$ cat config.mk
export PLATFORM = sky130hd
export DESIGN_NAME = unordered_set_table
export DESIGN_NICKNAME = d
export VERILOG_FILES = /design/src/design/ust_pkg.sv /design/src/design/unordered_set_table.sv /design/src/design/ust_store.sv /design/src/design/ust_ctrl.sv
export SDC_FILE = /design/constraint.sdc
export NUM_CORES = 1
export LEC_CHECK = 0
export BUFFER_PORTS_ARGS = -buffer_cell sky130_fd_sc_hd__buf_4
export CAP_MARGIN = 10
export CELL_PAD_IN_SITES_DETAIL_PLACEMENT = 0
export CELL_PAD_IN_SITES_GLOBAL_PLACEMENT = 1
export CORE_MARGIN = 4
export CORE_UTILIZATION = 45
export CTS_CLUSTER_DIAMETER = 80
export DETAILED_ROUTE_END_ITERATION = 7
export GPL_ROUTABILITY_DRIVEN = 0
export PLACE_DENSITY = 0.71
export REMOVE_ABC_BUFFERS = 1
export SLEW_MARGIN = 20
export SYNTH_ARGS = -nofsm -noshare
export SYNTH_HDL_FRONTEND = slang
export SYNTH_SLANG_ARGS = --single-unit
$ cat constraint.sdc
create_clock -name clock -period 3.84 [get_ports clock]
set_clock_uncertainty 0.05 [all_clocks]
set_input_delay 0.192 -clock clock [delete_from_list [all_inputs] [get_ports clock]]
set_output_delay 0.192 -clock clock [all_outputs]
set_load 0.02 [all_outputs]
$ cat src/design/ust_pkg.sv
`default_nettype none
// ----------------------------------------------------------------------------
// ust_pkg: shared types and constants for the unordered set table
// Request kinds, error codes, sequencer states and the result bundle.
// ----------------------------------------------------------------------------
package ust_pkg;

   // Table size default, handed down from the top level
   localparam int TableDepthDefault = 16;

   // Widths fixed by the request and result fields
   localparam int KindWidth  = 2;
   localparam int ElemWidth  = 32;
   localparam int CountWidth = 5;

   // Request kinds
   localparam logic [KindWidth-1:0] REQ_INSERT = 2'd0;
   localparam logic [KindWidth-1:0] REQ_DELETE = 2'd1;
   localparam logic [KindWidth-1:0] REQ_QUERY  = 2'd2;

   // Error codes
   typedef enum logic [1:0] {
      ERR_NONE      = 2'd0,
      ERR_DUPLICATE = 2'd1,
      ERR_FULL      = 2'd2,
      ERR_ABSENT    = 2'd3
   } err_code_type;

   // Sequencer states
   typedef enum logic [2:0] {
      ST_IDLE,
      ST_SCAN,
      ST_RESOLVE,
      ST_SHIFT,
      ST_DONE
   } seq_state_type;

   // Finished result handed from the sequencer to the output register
   typedef struct packed {
      logic                  valid;
      logic                  success;
      err_code_type          error_code;
      logic [CountWidth-1:0] member_count;
   } result_type;

endpackage
`default_nettype wire

$ cat src/design/unordered_set_table.sv
`default_nettype none
// ----------------------------------------------------------------------------
// unordered_set_table: bounded set of distinct 32-bit elements
// Insert, delete and membership query over a table kept in insertion order.
// ----------------------------------------------------------------------------
// Sequence: accept the item and read slot 0, compare the stored entries in
//   order until a match or the last entry, resolve; a matching delete then
//   moves the later entries down; the result is held until the output is free.
// Issue: one item at a time; the next item is taken in the cycle after
//   the result moves to the output register, one read port, one comparator.
// Reset: synchronous; count and sequencer clear, element memory does not.
// ----------------------------------------------------------------------------
module unordered_set_table
   import ust_pkg::*;
#(
   parameter int TABLE_DEPTH = TableDepthDefault
) (
   input  wire logic                  clock,
   input  wire logic                  reset,
   // request channel
   input  wire logic                  req_valid,
   output logic                       req_stall,
   input  wire logic [KindWidth-1:0]  req_type,
   input  wire logic signed [ElemWidth-1:0] req_element,
   // response channel
   output logic                       rsp_valid,
   input  wire logic                  rsp_stall,
   output logic                       rsp_success,
   output logic [1:0]                 rsp_error_code,
   output logic [CountWidth-1:0]      rsp_member_count
);

   localparam int AddrWidth = $clog2(TABLE_DEPTH);
   localparam int CntWidth  = $clog2(TABLE_DEPTH + 1);

   logic                 busy;
   logic                 wr_en;
   logic [AddrWidth-1:0] wr_addr;
   logic [ElemWidth-1:0] wr_data;
   logic                 rd_en;
   logic [AddrWidth-1:0] rd_addr;
   logic [ElemWidth-1:0] rd_data;
   logic                 out_free;
   result_type           result;

   logic                  rsp_valid_ff, rsp_valid_in;
   logic                  success_ff, success_in;
   err_code_type          err_ff, err_in;
   logic [CountWidth-1:0] count_ff, count_in;

   ust_ctrl #(
      .TABLE_DEPTH (TABLE_DEPTH),
      .AddrWidth   (AddrWidth),
      .CntWidth    (CntWidth)
   ) u_ctrl (
      .clock     (clock),
      .reset     (reset),
      .req_valid (req_valid),
      .req_kind  (req_type),
      .req_value (req_element),
      .busy      (busy),
      .wr_en     (wr_en),
      .wr_addr   (wr_addr),
      .wr_data   (wr_data),
      .rd_en     (rd_en),
      .rd_addr   (rd_addr),
      .rd_data   (rd_data),
      .out_free  (out_free),
      .result    (result)
   );

   ust_store #(
      .TABLE_DEPTH (TABLE_DEPTH),
      .AddrWidth   (AddrWidth)
   ) u_store (
      .clock   (clock),
      .wr_en   (wr_en),
      .wr_addr (wr_addr),
      .wr_data (wr_data),
      .rd_en   (rd_en),
      .rd_addr (rd_addr),
      .rd_data (rd_data)
   );

   assign req_stall = busy;

   // Output register: free when empty or being taken this cycle
   assign out_free = !rsp_valid_ff || !rsp_stall;

   always_comb begin
      rsp_valid_in = rsp_valid_ff;
      success_in   = success_ff;
      err_in       = err_ff;
      count_in     = count_ff;
      if (out_free) begin
         rsp_valid_in = result.valid;
         if (result.valid) begin
            success_in = result.success;
            err_in     = result.error_code;
            count_in   = result.member_count;
         end
      end
   end

   always_ff @(posedge clock) begin
      if (reset) begin
         rsp_valid_ff <= 1'b0;
      end else begin
         rsp_valid_ff <= rsp_valid_in;
      end
   end

   always_ff @(posedge clock) begin
      success_ff <= success_in;
      err_ff     <= err_in;
      count_ff   <= count_in;
   end

   assign rsp_valid        = rsp_valid_ff;
   assign rsp_success      = success_ff;
   assign rsp_error_code   = err_ff;
   assign rsp_member_count = count_ff;

   // A successful item never carries an error code
   a_success_no_error: assert property (@(posedge clock) disable iff (reset)
      rsp_valid && rsp_success |-> rsp_error_code == ERR_NONE)
      else $error("successful item carries an error code");

   // The sequencer is busy in the cycle after it takes an item
   a_busy_after_accept: assert property (@(posedge clock) disable iff (reset)
      req_valid && !req_stall |=> req_stall)
      else $error("request port open right after accepting an item");

   // A stalled result stays valid
   a_rsp_hold: assert property (@(posedge clock) disable iff (reset)
      rsp_valid && rsp_stall |=> rsp_valid)
      else $error("stalled result dropped");

endmodule
`default_nettype wire

$ cat src/design/ust_store.sv
`default_nettype none
// ----------------------------------------------------------------------------
// ust_store: element memory
// One write port and one read port, read data registered.
// ----------------------------------------------------------------------------
module ust_store
   import ust_pkg::*;
#(
   parameter int TABLE_DEPTH = TableDepthDefault,
   parameter int AddrWidth   = $clog2(TABLE_DEPTH)
) (
   input  wire logic                 clock,
   input  wire logic                 wr_en,
   input  wire logic [AddrWidth-1:0] wr_addr,
   input  wire logic [ElemWidth-1:0] wr_data,
   input  wire logic                 rd_en,
   input  wire logic [AddrWidth-1:0] rd_addr,
   output logic      [ElemWidth-1:0] rd_data
);

   logic [ElemWidth-1:0] mem_ff [TABLE_DEPTH];
   logic [ElemWidth-1:0] rdata_ff;

   // Storage array, no reset: entries at or above the count are never compared or moved
   always_ff @(posedge clock) begin
      if (wr_en) begin
         mem_ff[wr_addr] <= wr_data;
      end
   end

   // Registered read port
   always_ff @(posedge clock) begin
      if (rd_en) begin
         rdata_ff <= mem_ff[rd_addr];
      end
   end

   assign rd_data = rdata_ff;

endmodule
`default_nettype wire

$ cat src/design/ust_ctrl.sv
`default_nettype none
// ----------------------------------------------------------------------------
// ust_ctrl: request sequencer with the shared compare unit
// Scans the table one entry a cycle, resolves the request, then shifts
// later entries down on a delete that matches. Holds the element count.
// ----------------------------------------------------------------------------
module ust_ctrl
   import ust_pkg::*;
#(
   parameter int TABLE_DEPTH = TableDepthDefault,
   parameter int AddrWidth   = $clog2(TABLE_DEPTH),
   parameter int CntWidth    = $clog2(TABLE_DEPTH + 1)
) (
   input  wire logic                 clock,
   input  wire logic                 reset,
   // request side
   input  wire logic                 req_valid,
   input  wire logic [KindWidth-1:0] req_kind,
   input  wire logic [ElemWidth-1:0] req_value,
   output logic                      busy,
   // memory side
   output logic                      wr_en,
   output logic      [AddrWidth-1:0] wr_addr,
   output logic      [ElemWidth-1:0] wr_data,
   output logic                      rd_en,
   output logic      [AddrWidth-1:0] rd_addr,
   input  wire logic [ElemWidth-1:0] rd_data,
   // result side
   input  wire logic                 out_free,
   output result_type                result
);

   seq_state_type        state_ff, state_in;
   logic [KindWidth-1:0] kind_ff, kind_in;
   logic [ElemWidth-1:0] value_ff, value_in;
   logic [CntWidth-1:0]  pos_ff, pos_in;
   logic [CntWidth-1:0]  count_ff, count_in;
   logic                 found_ff, found_in;
   logic                 success_ff, success_in;
   err_code_type         err_ff, err_in;

   logic [CntWidth-1:0]  pos_plus1;
   logic [CntWidth:0]    pos_plus2;
   logic [31:0]          count_wide;

   assign pos_plus1  = pos_ff + CntWidth'(1);
   assign pos_plus2  = {1'b0, pos_ff} + (CntWidth + 1)'(2);
   assign count_wide = 32'(count_ff);

   // State and control registers
   always_ff @(posedge clock) begin
      if (reset) begin
         state_ff <= ST_IDLE;
         count_ff <= '0;
      end else begin
         state_ff <= state_in;
         count_ff <= count_in;
      end
   end

   // Per-item working registers
   always_ff @(posedge clock) begin
      kind_ff    <= kind_in;
      value_ff   <= value_in;
      pos_ff     <= pos_in;
      found_ff   <= found_in;
      success_ff <= success_in;
      err_ff     <= err_in;
   end

   // Next state, memory control and results
   always_comb begin
      state_in   = state_ff;
      kind_in    = kind_ff;
      value_in   = value_ff;
      pos_in     = pos_ff;
      count_in   = count_ff;
      found_in   = found_ff;
      success_in = success_ff;
      err_in     = err_ff;
      wr_en      = 1'b0;
      wr_addr    = pos_ff[AddrWidth-1:0];
      wr_data    = rd_data;
      rd_en      = 1'b0;
      rd_addr    = '0;
      busy       = (state_ff != ST_IDLE);
      result.valid        = 1'b0;
      result.success      = success_ff;
      result.error_code   = err_ff;
      result.member_count = count_wide[CountWidth-1:0];

      unique case (state_ff)
         ST_IDLE: begin
            if (req_valid) begin
               kind_in    = req_kind;
               value_in   = req_value;
               pos_in     = '0;
               found_in   = 1'b0;
               success_in = 1'b0;
               err_in     = ERR_NONE;
               // fetch the first entry while latching the item
               rd_en      = 1'b1;
               rd_addr    = '0;
               state_in   = (count_ff == '0) ? ST_RESOLVE : ST_SCAN;
            end
         end

         ST_SCAN: begin
            // rd_data holds the entry at pos_ff
            if (rd_data == value_ff) begin
               found_in = 1'b1;
               state_in = ST_RESOLVE;
            end else if (pos_plus1 == count_ff) begin
               state_in = ST_RESOLVE;
            end else begin
               pos_in  = pos_plus1;
               rd_en   = 1'b1;
               rd_addr = pos_plus1[AddrWidth-1:0];
            end
         end

         ST_RESOLVE: begin
            state_in = ST_DONE;
            case (kind_ff)
               REQ_INSERT: begin
                  if (found_ff) begin
                     err_in = ERR_DUPLICATE;
                  end else if (count_ff == CntWidth'(TABLE_DEPTH)) begin
                     err_in = ERR_FULL;
                  end else begin
                     wr_en      = 1'b1;
                     wr_addr    = count_ff[AddrWidth-1:0];
                     wr_data    = value_ff;
                     count_in   = count_ff + CntWidth'(1);
                     success_in = 1'b1;
                  end
               end
               REQ_DELETE: begin
                  if (!found_ff) begin
                     err_in = ERR_ABSENT;
                  end else begin
                     success_in = 1'b1;
                     if (pos_plus1 < count_ff) begin
                        // later entries to move down
                        rd_en    = 1'b1;
                        rd_addr  = pos_plus1[AddrWidth-1:0];
                        state_in = ST_SHIFT;
                     end else begin
                        count_in = count_ff - CntWidth'(1);
                     end
                  end
               end
               REQ_QUERY: begin
                  if (found_ff) begin
                     success_in = 1'b1;
                  end else begin
                     err_in = ERR_ABSENT;
                  end
               end
               default: begin
                  // unused kind: no operation
               end
            endcase
         end

         ST_SHIFT: begin
            // rd_data holds the entry at pos_ff + 1
            wr_en   = 1'b1;
            wr_addr = pos_ff[AddrWidth-1:0];
            wr_data = rd_data;
            if (pos_plus2 < {1'b0, count_ff}) begin
               rd_en   = 1'b1;
               rd_addr = pos_plus2[AddrWidth-1:0];
               pos_in  = pos_plus1;
            end else begin
               count_in = count_ff - CntWidth'(1);
               state_in = ST_DONE;
            end
         end

         ST_DONE: begin
            result.valid = 1'b1;
            if (out_free) begin
               state_in = ST_IDLE;
            end
         end

         default: begin
            state_in = ST_IDLE;
         end
      endcase
   end

endmodule
`default_nettype wire
==> flow_summary.json, run 1 <==
{
  "max_stage_delay_ps": 400,
  "drc": 0,
  "root_buffer": "clkbuf_16",
  "powerDensity_mw_per_mm2": 646,
  "synth-edff-count": 595,
  "fillers": 4110,
  "r2r_slack_ps": 70,
  "rsz0062_at_grt": "yes",
  "required_ps": 4110,
  "status": "completed",
  "cp_slowest_cell": "edfxtp_1",
  "setup_viol": 0,
  "clk_pin_slew_ps": 50,
  "multi_input_area_mm2": 0.00594,
  "yosysSeqAreaShare": 0.746,
  "rr_endpoint": "u_store.rd_data[31]$_DFFE_PP_",
  "worstMarginPinSlew_ps": 1160,
  "place_area_mm2": 0.0265,
  "drv_slew": 0,
  "synthFlopType": "edfxtp_1",
  "peakVddDrop_v": 0.000411,
  "yosysWarnings": 0,
  "die_w_um": 240,
  "rows": 84,
  "min_period_over_period": 0.982,
  "core_mm2": 0.0529,
  "synth_seq_cells": 604,
  "vias": 13500,
  "p_leak_nw": 9.75,
  "regArea_mm2": 0.0180,
  "maxCapViolations": 0,
  "synth_top_area_frac": 0.739,
  "finalHoldViolCount": 0,
  "antenna_found_initial": 0,
  "ys_top_cells_by_count": "595 x edfxtp_1, 193 x mux2i_1, 97 x o22ai_1",
  "synth_area_mm2": 0.0242,
  "slew_headroom": 0.227,
  "arrival_ps": 4040,
  "cts_num_sinks": 604,
  "hp-class": "input port to flip-flop",
  "grt_pass1_vias": 13400,
  "worstSetupPathType": "flip-flop to flip-flop",
  "dieArea_mm2": 0.0575,
  "tns_ps": 0,
  "pre_cts_slack_ps": -209,
  "reg2reg_from": "u_ctrl.pos_ff[0]$_SDFFCE_PN0P_",
  "die_h_um": 240,
  "wirelength_um": 58900,
  "max_freq_mhz": 265,
  "postLayoutCellArea_mm2": 0.0291,
  "gr-total-overflow": 0,
  "synth_top_area_cell": "edfxtp_1",
  "clock_latency_ps": 600,
  "drive_gt1_frac": 0.204,
  "cts_max_path_buffers": 3,
  "nets": 1682,
  "synth_area_leaders": "edfxtp_1 74%, mux2i_1 8.0%, o22ai_1 2.5%, a211oi_1 2.0%, mux2_2 1.5%",
  "cp-start-kind": "flip-flop",
  "syn-mean-instance-area_um2": 16.8,
  "worstSetupEndpointType": "flip-flop",
  "synth.most_common_cell": "edfxtp_1",
  "setup_ws_ps": 69.2,
  "cts_made_buffers": 66,
  "synth-async-reset-ratio": 0,
  "cts_tree": "done",
  "finalNonFillerCells": 2362,
  "h-tree-depth": 3,
  "via_per_inst": 5.72,
  "netlist_instances": 1438,
  "r2r_cells": 15,
  "io_buffers": 47,
  "drt_pass1_iterations": 5,
  "min_from": "req_valid",
  "start_util": 0.457,
  "grt_pass1_wl_um": 86900,
  "dp_cells": 2202,
  "routedWlPerCell_um": 25.0,
  "area_growth_pct": 20.3,
  "min_period_ps": 3770,
  "ys_types": 54,
  "drt_iter0_drc": 1230,
  "pin_count": 48,
  "hpwl_um": 34600,
  "path_cells": "ha_2 -> nand3_1 -> xnor2_2 -> ha_1 -> and3_4 -> o21ai_2 -> and4b_4 -> a32o_2 -> buf_6 -> buf_12 -> o21a_4 -> a211oi_4 -> a211oi_2 -> buf_4 -> or4_4",
  "hold_depth": 5,
  "path_max_fanout": 16,
  "drtAntennaViolNets": 0,
  "grt_max_degree": 41,
  "whs_endpoint": "u_ctrl.state_ff[1]$_SDFFE_PP0P_",
  "n_antenna_cell": 0,
  "grt_use_total": 0.205
}
## cell usage in the layout (no fill, tap or decap), drive strengths merged, types with 35 or more instances in the layout
master       synthesis  routed
a21oi               43      43
edfxtp             595     595
a211oi              66      66
buf                 47     164
mux2i              193     193
clkbuf              33      83
xor2                35      35
dlygate4sd3          0      36
nor2                44      44
o22ai               97      97
nand2               47      47
## where the power goes
part           internal [mW]  switching [mW]  total (mW)
Clock                   3.61            2.44        6.05
Sequential              8.45           0.278        8.72
Combinational           1.48            2.52        4.01
Total                   13.5            5.24        18.8
## metal layers
layer,GRT usage,share of wire
met1,0.278,0.43
met4,0.0544,0.020
met3,0.0383,0.062
met2,0.345,0.49
met5,0,0
## logic make-up (layout without fill, tap and decap cells)
group,after synthesis,count (layout),synth area share
compound gates,282,282,0.0779
xor+xnor,41,41,0.0148
fa+ha+maj,18,18,0.00931
buf+inv,102,338,0.0217
flops,604,604,0.746
mux,225,225,0.0948
simple gates,166,166,0.0351
## state kept, by name, summed over array words and instances, names as in the netlist
register           cells
u_store.mem_ff       512
u_ctrl.value_ff       32
u_store.rd_data       32
rsp_member_count       5
u_ctrl.count_ff        5
u_ctrl.pos_ff          5
u_ctrl.state_ff        3
rsp_error_code         2
u_ctrl.err_ff          2
u_ctrl.kind_ff         2
rsp_success            1
rsp_valid              1
u_ctrl.found_ff        1
u_ctrl.success_ff      1
## critical path, delay by kind of cell (launching register included)
family | cells | cell delay [ps]
AO/OA/AOI/OAI | 5 | 920
XOR/XNOR | 1 | 170
adder cells (fa/ha/maj) | 2 | 550
buffers and inverters | 3 | 450
flip-flops | 1 | 400
AND/OR/NAND/NOR | 4 | 950
## worst max-delay path by stage
stage / start / to / slack, ps
finish: u_ctrl.pos_ff[0]$_SDFFCE_PN0P_ / u_store.rd_data[31]$_DFFE_PP_ / 70
global placement: u_ctrl.pos_ff[1]$_SDFFCE_PN0P_ / u_store.rd_data[31]$_DFFE_PP_ / -230
floorplan: u_ctrl.pos_ff[2]$_SDFFCE_PN0P_ / u_store.rd_data[0]$_DFFE_PP_ / -6730
detailed placement: u_ctrl.pos_ff[1]$_SDFFCE_PN0P_ / u_store.rd_data[31]$_DFFE_PP_ / -210
CTS: u_ctrl.pos_ff[0]$_SDFFCE_PN0P_ / u_store.rd_data[12]$_DFFE_PP_ / 0.2
global route: u_ctrl.pos_ff[1]$_SDFFCE_PN0P_ / u_store.rd_data[23]$_DFFE_PP_ / -40
## through the flow
step | utilization | hold slack (ps) | power [mW]
floorplan | - | 211 | 11.1
global placement | 0.501 | 320 | 12.6
detailed placement | 0.501 | 322 | 12.7
CTS | 0.547 | 147 | 18.8
global route | 0.550 | 234 | 19.6
finish | 0.550 | 167 | 18.8
## area by class of cell
type	count	share of cell area
sequential	604	0.621
multi-input combinational	732	0.204
timing repair buffer	200	0.0718
clock buffer	83	0.0612
tap	688	0.0296
clock inverter	33	0.00972
inverter	22	0.00293
## what timing repair did
action                                  4_1_cts  5_1_grt
buffers inserted                              1        7
gates resized for setup                       4       24
endpoints found under the setup margin        3       32
endpoints found under the hold margin        43        0
hold buffers                                 36        0
pin swaps                                     1        6
Power figures use the tool's default switching activity.
==> inputs of run 2 (changes only) <==
--- a/config.mk
+++ b/config.mk
@@ -14,6 +14,7 @@
 export CTS_CLUSTER_DIAMETER = 80
 export DETAILED_ROUTE_END_ITERATION = 7
 export GPL_ROUTABILITY_DRIVEN = 0
+export GPL_TIMING_DRIVEN = 0
 export PLACE_DENSITY = 0.71
 export REMOVE_ABC_BUFFERS = 1
 export SLEW_MARGIN = 20
==> run 2 against run 1 <==
Against the previous run: the run now ends with setup timing left; core utilization up 4.4 points; sequential power barely moved; setup slack worse by 370 ps; register-to-register slack lost 370 ps; clock power rose by 1%; final area is 8.0% higher; global-route usage rose by 3.2 points; critical path depth unchanged; via count increased by 9.2%; combinational power rose by 30%.
==> flow_summary.json, run 2 (synthesis results as in run 1) <==
{
  "status": "complete, but fails checks",
  "violations": "setup timing",
  "io_buffers": 47,
  "dieArea_mm2": 0.0575,
  "drt_iter0_drc": 1902,
  "setup_viol": 32,
  "powerDensity_mw_per_mm2": 639,
  "routedWlPerCell_um": 29.8,
  "n_antenna_cell": 0,
  "max_stage_delay_ps": 520,
  "layout_common_cells": "595 x edfxtp_1, 173 x mux2i_1, 109 x buf_4",
  "cp-start-kind": "flip-flop",
  "h-tree-depth": 3,
  "maxCapViolations": 0,
  "p_leak_nw": 10.6,
  "finalHoldViolCount": 0,
  "clk_pin_slew_ps": 60,
  "start_util": 0.457,
  "crit_buf_inv": 5,
  "cts_num_sinks": 604,
  "nets": 1748,
  "drive_gt1_frac": 0.269,
  "worstSetupPathType": "flip-flop to flip-flop",
  "grt_pass1_wl_um": 98000,
  "via_per_inst": 6.08,
  "postLayoutCellArea_mm2": 0.0314,
  "antenna_found_initial": 0,
  "vias": 14800,
  "min_period_over_period": 1.08,
  "pwr-share-seq": 0.435,
  "wirelength_um": 72200,
  "arrival_ps": 4430,
  "p_int_mw": 14.2,
  "largest_reg_flops": 512,
  "max_freq_mhz": 241,
  "grt_max_degree": 36,
  "pin_count": 48,
  "path_cells": "ha_4 -> xnor2_4 -> inv_2 -> ha_1 -> and3_4 -> buf_6 -> a311oi_4 -> buf_6 -> o21ai_4 -> a22o_4 -> buf_16 -> buf_4 -> mux2i_2 -> o22ai_2 -> or4_4",
  "die_h_um": 240,
  "path_max_fanout": 8,
  "share_comb_of_total_power": 0.260,
  "switching_power_mw": 5.90,
  "drc": 0,
  "hp-class": "input port to flip-flop",
  "drt_pass1_iterations": 5,
  "rsz0062_at_grt": "yes",
  "crit_family": "compound AO/OA/AOI/OAI gates",
  "peakVddDrop_v": 0.000364,
  "layout_commonest_cell": "edfxtp_1",
  "grt_pass1_vias": 14100,
  "cpMostUsedCell": "buf_6",
  "hpwl_um": 37000,
  "grt_use_total": 0.238,
  "setup_ws_ps": -306,
  "cp_slowest_cell": "edfxtp_1",
  "worstMarginPinSlew_ps": 1180,
  "switching_share": 0.294,
  "regMostFlops": "u_store.mem_ff",
  "worstSetupEndpointType": "flip-flop",
  "drv_slew": 0,
  "root_buffer": "clkbuf_16",
  "clock_latency_ps": 600,
  "place_area_mm2": 0.0264,
  "cts_max_path_buffers": 3,
  "cts_tree": "done",
  "die_w_um": 240,
  "clockPowerShare": 0.305,
  "cts_made_buffers": 66,
  "required_ps": 4120,
  "area_growth_pct": 29.8,
  "worst_hold_slack_ps": 89.1,
  "core_mm2": 0.0529,
  "drtAntennaViolNets": 0,
  "min_period_ps": 4150,
  "rows": 84,
  "gr-total-overflow": 0,
  "slew_headroom": 0.212
}
==> run 2: stage by stage <==
step           total power [mW]  utilization  TNS [ps]  instances  setup WS (ps)
2_1_floorplan              11.1            -   -450070       1358          -6730
3_3_place_gp               12.4        0.472  -2891920       2093         -15390
3_5_place_dp               12.5        0.500    -52070       2145          -1640
4_1_cts                    19.6        0.579     -3940       2391           -175
5_1_grt                    20.7        0.594    -10000       2427           -344
6_report                   20.1        0.594     -8530       2427           -306
==> run 2: what timing repair did <==
item                                    in CTS  in global routing
buffers inserted                            70                 33
endpoints found under the setup margin      91                173
pin swaps                                   52                 49
resized for setup                           94                 76
endpoints found under the hold margin       43                  0
hold buffers                                36                  0
cloned                                      25                  8
==> run 2: metal layers <==
metal	GRT usage	routed length, um	up-vias
met5	0	0	-
met3	0.0502	5840	194
met4	0.0862	3030	0
met1	0.327	29100	7546
li1	-	-	6302
met2	0.379	34300	713
==> run 2: final cells by class <==
cell class / instances / area [um^2]
clock buffers: 95 / 1850
multi-input cells: 740 / 6650
flip-flops and latches: 604 / 18000
well taps: 688 / 861
repair buffers: 258 / 3680
clock inverters: 20 / 224
fillers: 3769 / 21500
inverters: 22 / 91.3
==> run 2: final timing paths <==
| kind | cells past startpoint | start | slack, ps | endpoint |
|---|---|---|---|---|
| worst min-delay path | 2 | rsp_stall | 90 | rsp_member_count[4]$_DFFE_PP_ |
| worst max register to register | 15 | u_ctrl.pos_ff[1]$_SDFFCE_PN0P_ | -310 | u_store.rd_data[22]$_DFFE_PP_ |
| worst min register to register | 0 | u_ctrl.err_ff[1]$_SDFFCE_PN0P_ | 370 | rsp_error_code[1]$_DFFE_PP_ |
| worst max-delay path | 15 | u_ctrl.pos_ff[1]$_SDFFCE_PN0P_ | -310 | u_store.rd_data[22]$_DFFE_PP_ |
==> run 2: power by group through the flow <==
stage	combinational, mW	sequential, mW	clock, mW
final	5.22	8.73	6.13
after global routing	5.49	8.76	6.47
after CTS	4.70	8.71	6.20
after detailed placement	3.67	8.86	0
after global placement	3.54	8.88	0
after floorplan	2.35	8.80	0
==> inputs of run 3 (changes only) <==
--- a/config.mk
+++ b/config.mk
@@ -9,7 +9,6 @@
 export CAP_MARGIN = 10
 export CELL_PAD_IN_SITES_DETAIL_PLACEMENT = 0
 export CELL_PAD_IN_SITES_GLOBAL_PLACEMENT = 1
-export CORE_MARGIN = 4
 export CORE_UTILIZATION = 45
 export CTS_CLUSTER_DIAMETER = 80
 export DETAILED_ROUTE_END_ITERATION = 7
==> run 3 against run 2 <==
Against the previous run: the run ends with DRC, setup timing left; clock power shrank 8.6%; non-clock buffer count down 27; fmax decreased by 0.16%; sequential power is essentially flat; global-route usage up 0.27 points; first-iteration DRC count decreased by 22%; register-to-register slack hardly changed; power fell by 5.8%; final cell count fell by 1.6%; final area down 3.2%; critical path type unchanged.
==> flow_summary.json, run 3 (synthesis results as in run 1) <==
{
  "grt_pass1_wl_um": 93700,
  "powerDensity_mw_per_mm2": 622,
  "status": "complete, but fails checks",
  "min_period_over_period": 1.08,
  "antenna_found_initial": 0,
  "worstMarginPinSlew_ps": 1090,
  "finalHoldViolCount": 0,
  "layout_commonest_cell": "edfxtp_1",
  "cts_num_sinks": 604,
  "clockPowerShare": 0.296,
  "dp_cells": 2143,
  "largest_reg_flops": 512,
  "postLayoutCellArea_mm2": 0.0304,
  "area_growth_pct": 25.7,
  "arrival_ps": 4470,
  "worstSetupEndpointType": "flip-flop",
  "dieArea_mm2": 0.0547,
  "root_buffer": "clkbuf_16",
  "rows": 84,
  "pin_count": 48,
  "setup_ws_ps": -312,
  "hp-class": "input port to flip-flop",
  "violations": "DRC, setup timing",
  "setup_viol": 32,
  "cp-start-kind": "flip-flop",
  "clk_pin_slew_ps": 70,
  "worstSetupPathType": "flip-flop to flip-flop",
  "place_area_mm2": 0.0264,
  "io_buffers": 47,
  "finalNonFillerCells": 2389,
  "worst_hold_slack_ps": 145,
  "max_freq_mhz": 241,
  "required_ps": 4160,
  "p_leak_nw": 10.2,
  "p_int_mw": 13.3,
  "drt_pass1_iterations": 7,
  "start_util": 0.457,
  "path_max_fanout": 6,
  "hpwl_um": 37000,
  "peakVddDrop_v": 0.000476,
  "share_comb_of_total_power": 0.243,
  "switching_power_mw": 5.59,
  "drtAntennaViolNets": 0,
  "cts_made_buffers": 58,
  "routedWlPerCell_um": 27.7,
  "core_mm2": 0.0529,
  "p_total_mw": 18.9,
  "switching_share": 0.296,
  "slew_headroom": 0.271,
  "wirelength_um": 66100,
  "drc": 4,
  "via_per_inst": 5.95,
  "clock_latency_ps": 640,
  "n_antenna_cell": 0,
  "grt_max_degree": 42,
  "cts_tree": "done",
  "nets": 1709,
  "die_w_um": 234,
  "maxCapViolations": 0,
  "drv_slew": 0,
  "grt_pass1_vias": 13900,
  "pwr-share-seq": 0.461,
  "rsz0062_at_grt": "yes",
  "regMostFlops": "u_store.mem_ff",
  "gr-total-overflow": 0,
  "cts_max_path_buffers": 3,
  "grt_use_total": 0.240,
  "h-tree-depth": 2,
  "tns_ps": -8600,
  "drive_gt1_frac": 0.228,
  "die_h_um": 234,
  "min_period_ps": 4150,
  "layout_common_cells": "595 x edfxtp_1, 188 x mux2i_1, 101 x buf_4",
  "vias": 14200,
  "drt_iter0_drc": 1480
}
run 3: cell count changes in the layout (fill, tap and decap cells not counted), sizes merged, moves of 3 or more:
cell,previous run,this run
clkbuf,103,75
buf,213,190
clkinv,16,27
clkinvlp,1,5
inv,20,23
run 3: timing repair:
item | in CTS | in global routing
endpoints found under the setup margin | 32 | 236
buffers inserted | 59 | 21
resized for setup | 65 | 21
hold buffers | 36 | 0
hold endpoints to repair | 43 | 0
pin swaps | 56 | 55
gates cloned | 18 | 5
run 3: layer usage:
| layer | global-route usage | share of wire | vias to the layer above |
|---|---|---|---|
| met3 | 0.0377 | 0.071 | 131 |
| met2 | 0.395 | 0.49 | 633 |
| li1 | - | - | 6207 |
| met1 | 0.327 | 0.41 | 7246 |
| met4 | 0.0804 | 0.033 | 0 |
| met5 | 0 | 0 | - |
run 3: through the flow:
stage | setup slack (ps) | utilization
after detailed placement | -1760 | 0.500
after floorplan | -6730 | -
after global placement | -15210 | 0.472
after CTS | -222 | 0.566
after global routing | -395 | 0.575
final | -312 | 0.575
run 3: cell type report:
type | instances | area, um^2
clock inverter | 38 | 362
fill | 3896 | 22500
multi-input combinational | 736 | 6220
tap | 688 | 861
sequential | 604 | 18000
timing repair buffer | 231 | 3320
inverter | 22 | 87.6
clock buffer | 70 | 1500
run 3: power groups by stage:
stage / logic [mW] / clock network (mW) / registers [mW]
3_5_place_dp: 3.65 / 0 / 8.87
6_report: 4.59 / 5.60 / 8.72
4_1_cts: 4.34 / 5.68 / 8.71
2_1_floorplan: 2.35 / 0 / 8.80
5_1_grt: 4.87 / 5.93 / 8.76
3_3_place_gp: 3.49 / 0 / 8.88
run 3: path summary, 6_finish.rpt:
path                                         end  slack, ps  depth (start not counted)                      startpoint
hold reg to reg      rsp_error_code[1]$_DFFE_PP_        380                          0  u_ctrl.err_ff[1]$_SDFFCE_PN0P_
setup / recovery   u_store.rd_data[18]$_DFFE_PP_       -310                         17  u_ctrl.pos_ff[1]$_SDFFCE_PN0P_
setup reg to reg   u_store.rd_data[18]$_DFFE_PP_       -310                         17  u_ctrl.pos_ff[1]$_SDFFCE_PN0P_
hold / removal    u_ctrl.pos_ff[3]$_SDFFCE_PN0P_        140                          3                       req_valid
run 3: worst max-delay path, stage by stage (launching register included):
cell and delay, ps:
edfxtp_1 500, ha_4 240, nand2_4 80, xor2_4 180, inv_2 80, ha_4 280, and3_4 230, o21ai_4 70
and4b_4 210, a32o_4 290, buf_16 140, or2_4 280, buf_16 160, buf_12 150, buf_16 140, mux2i_1 160
o22ai_1 120, or4_1 490
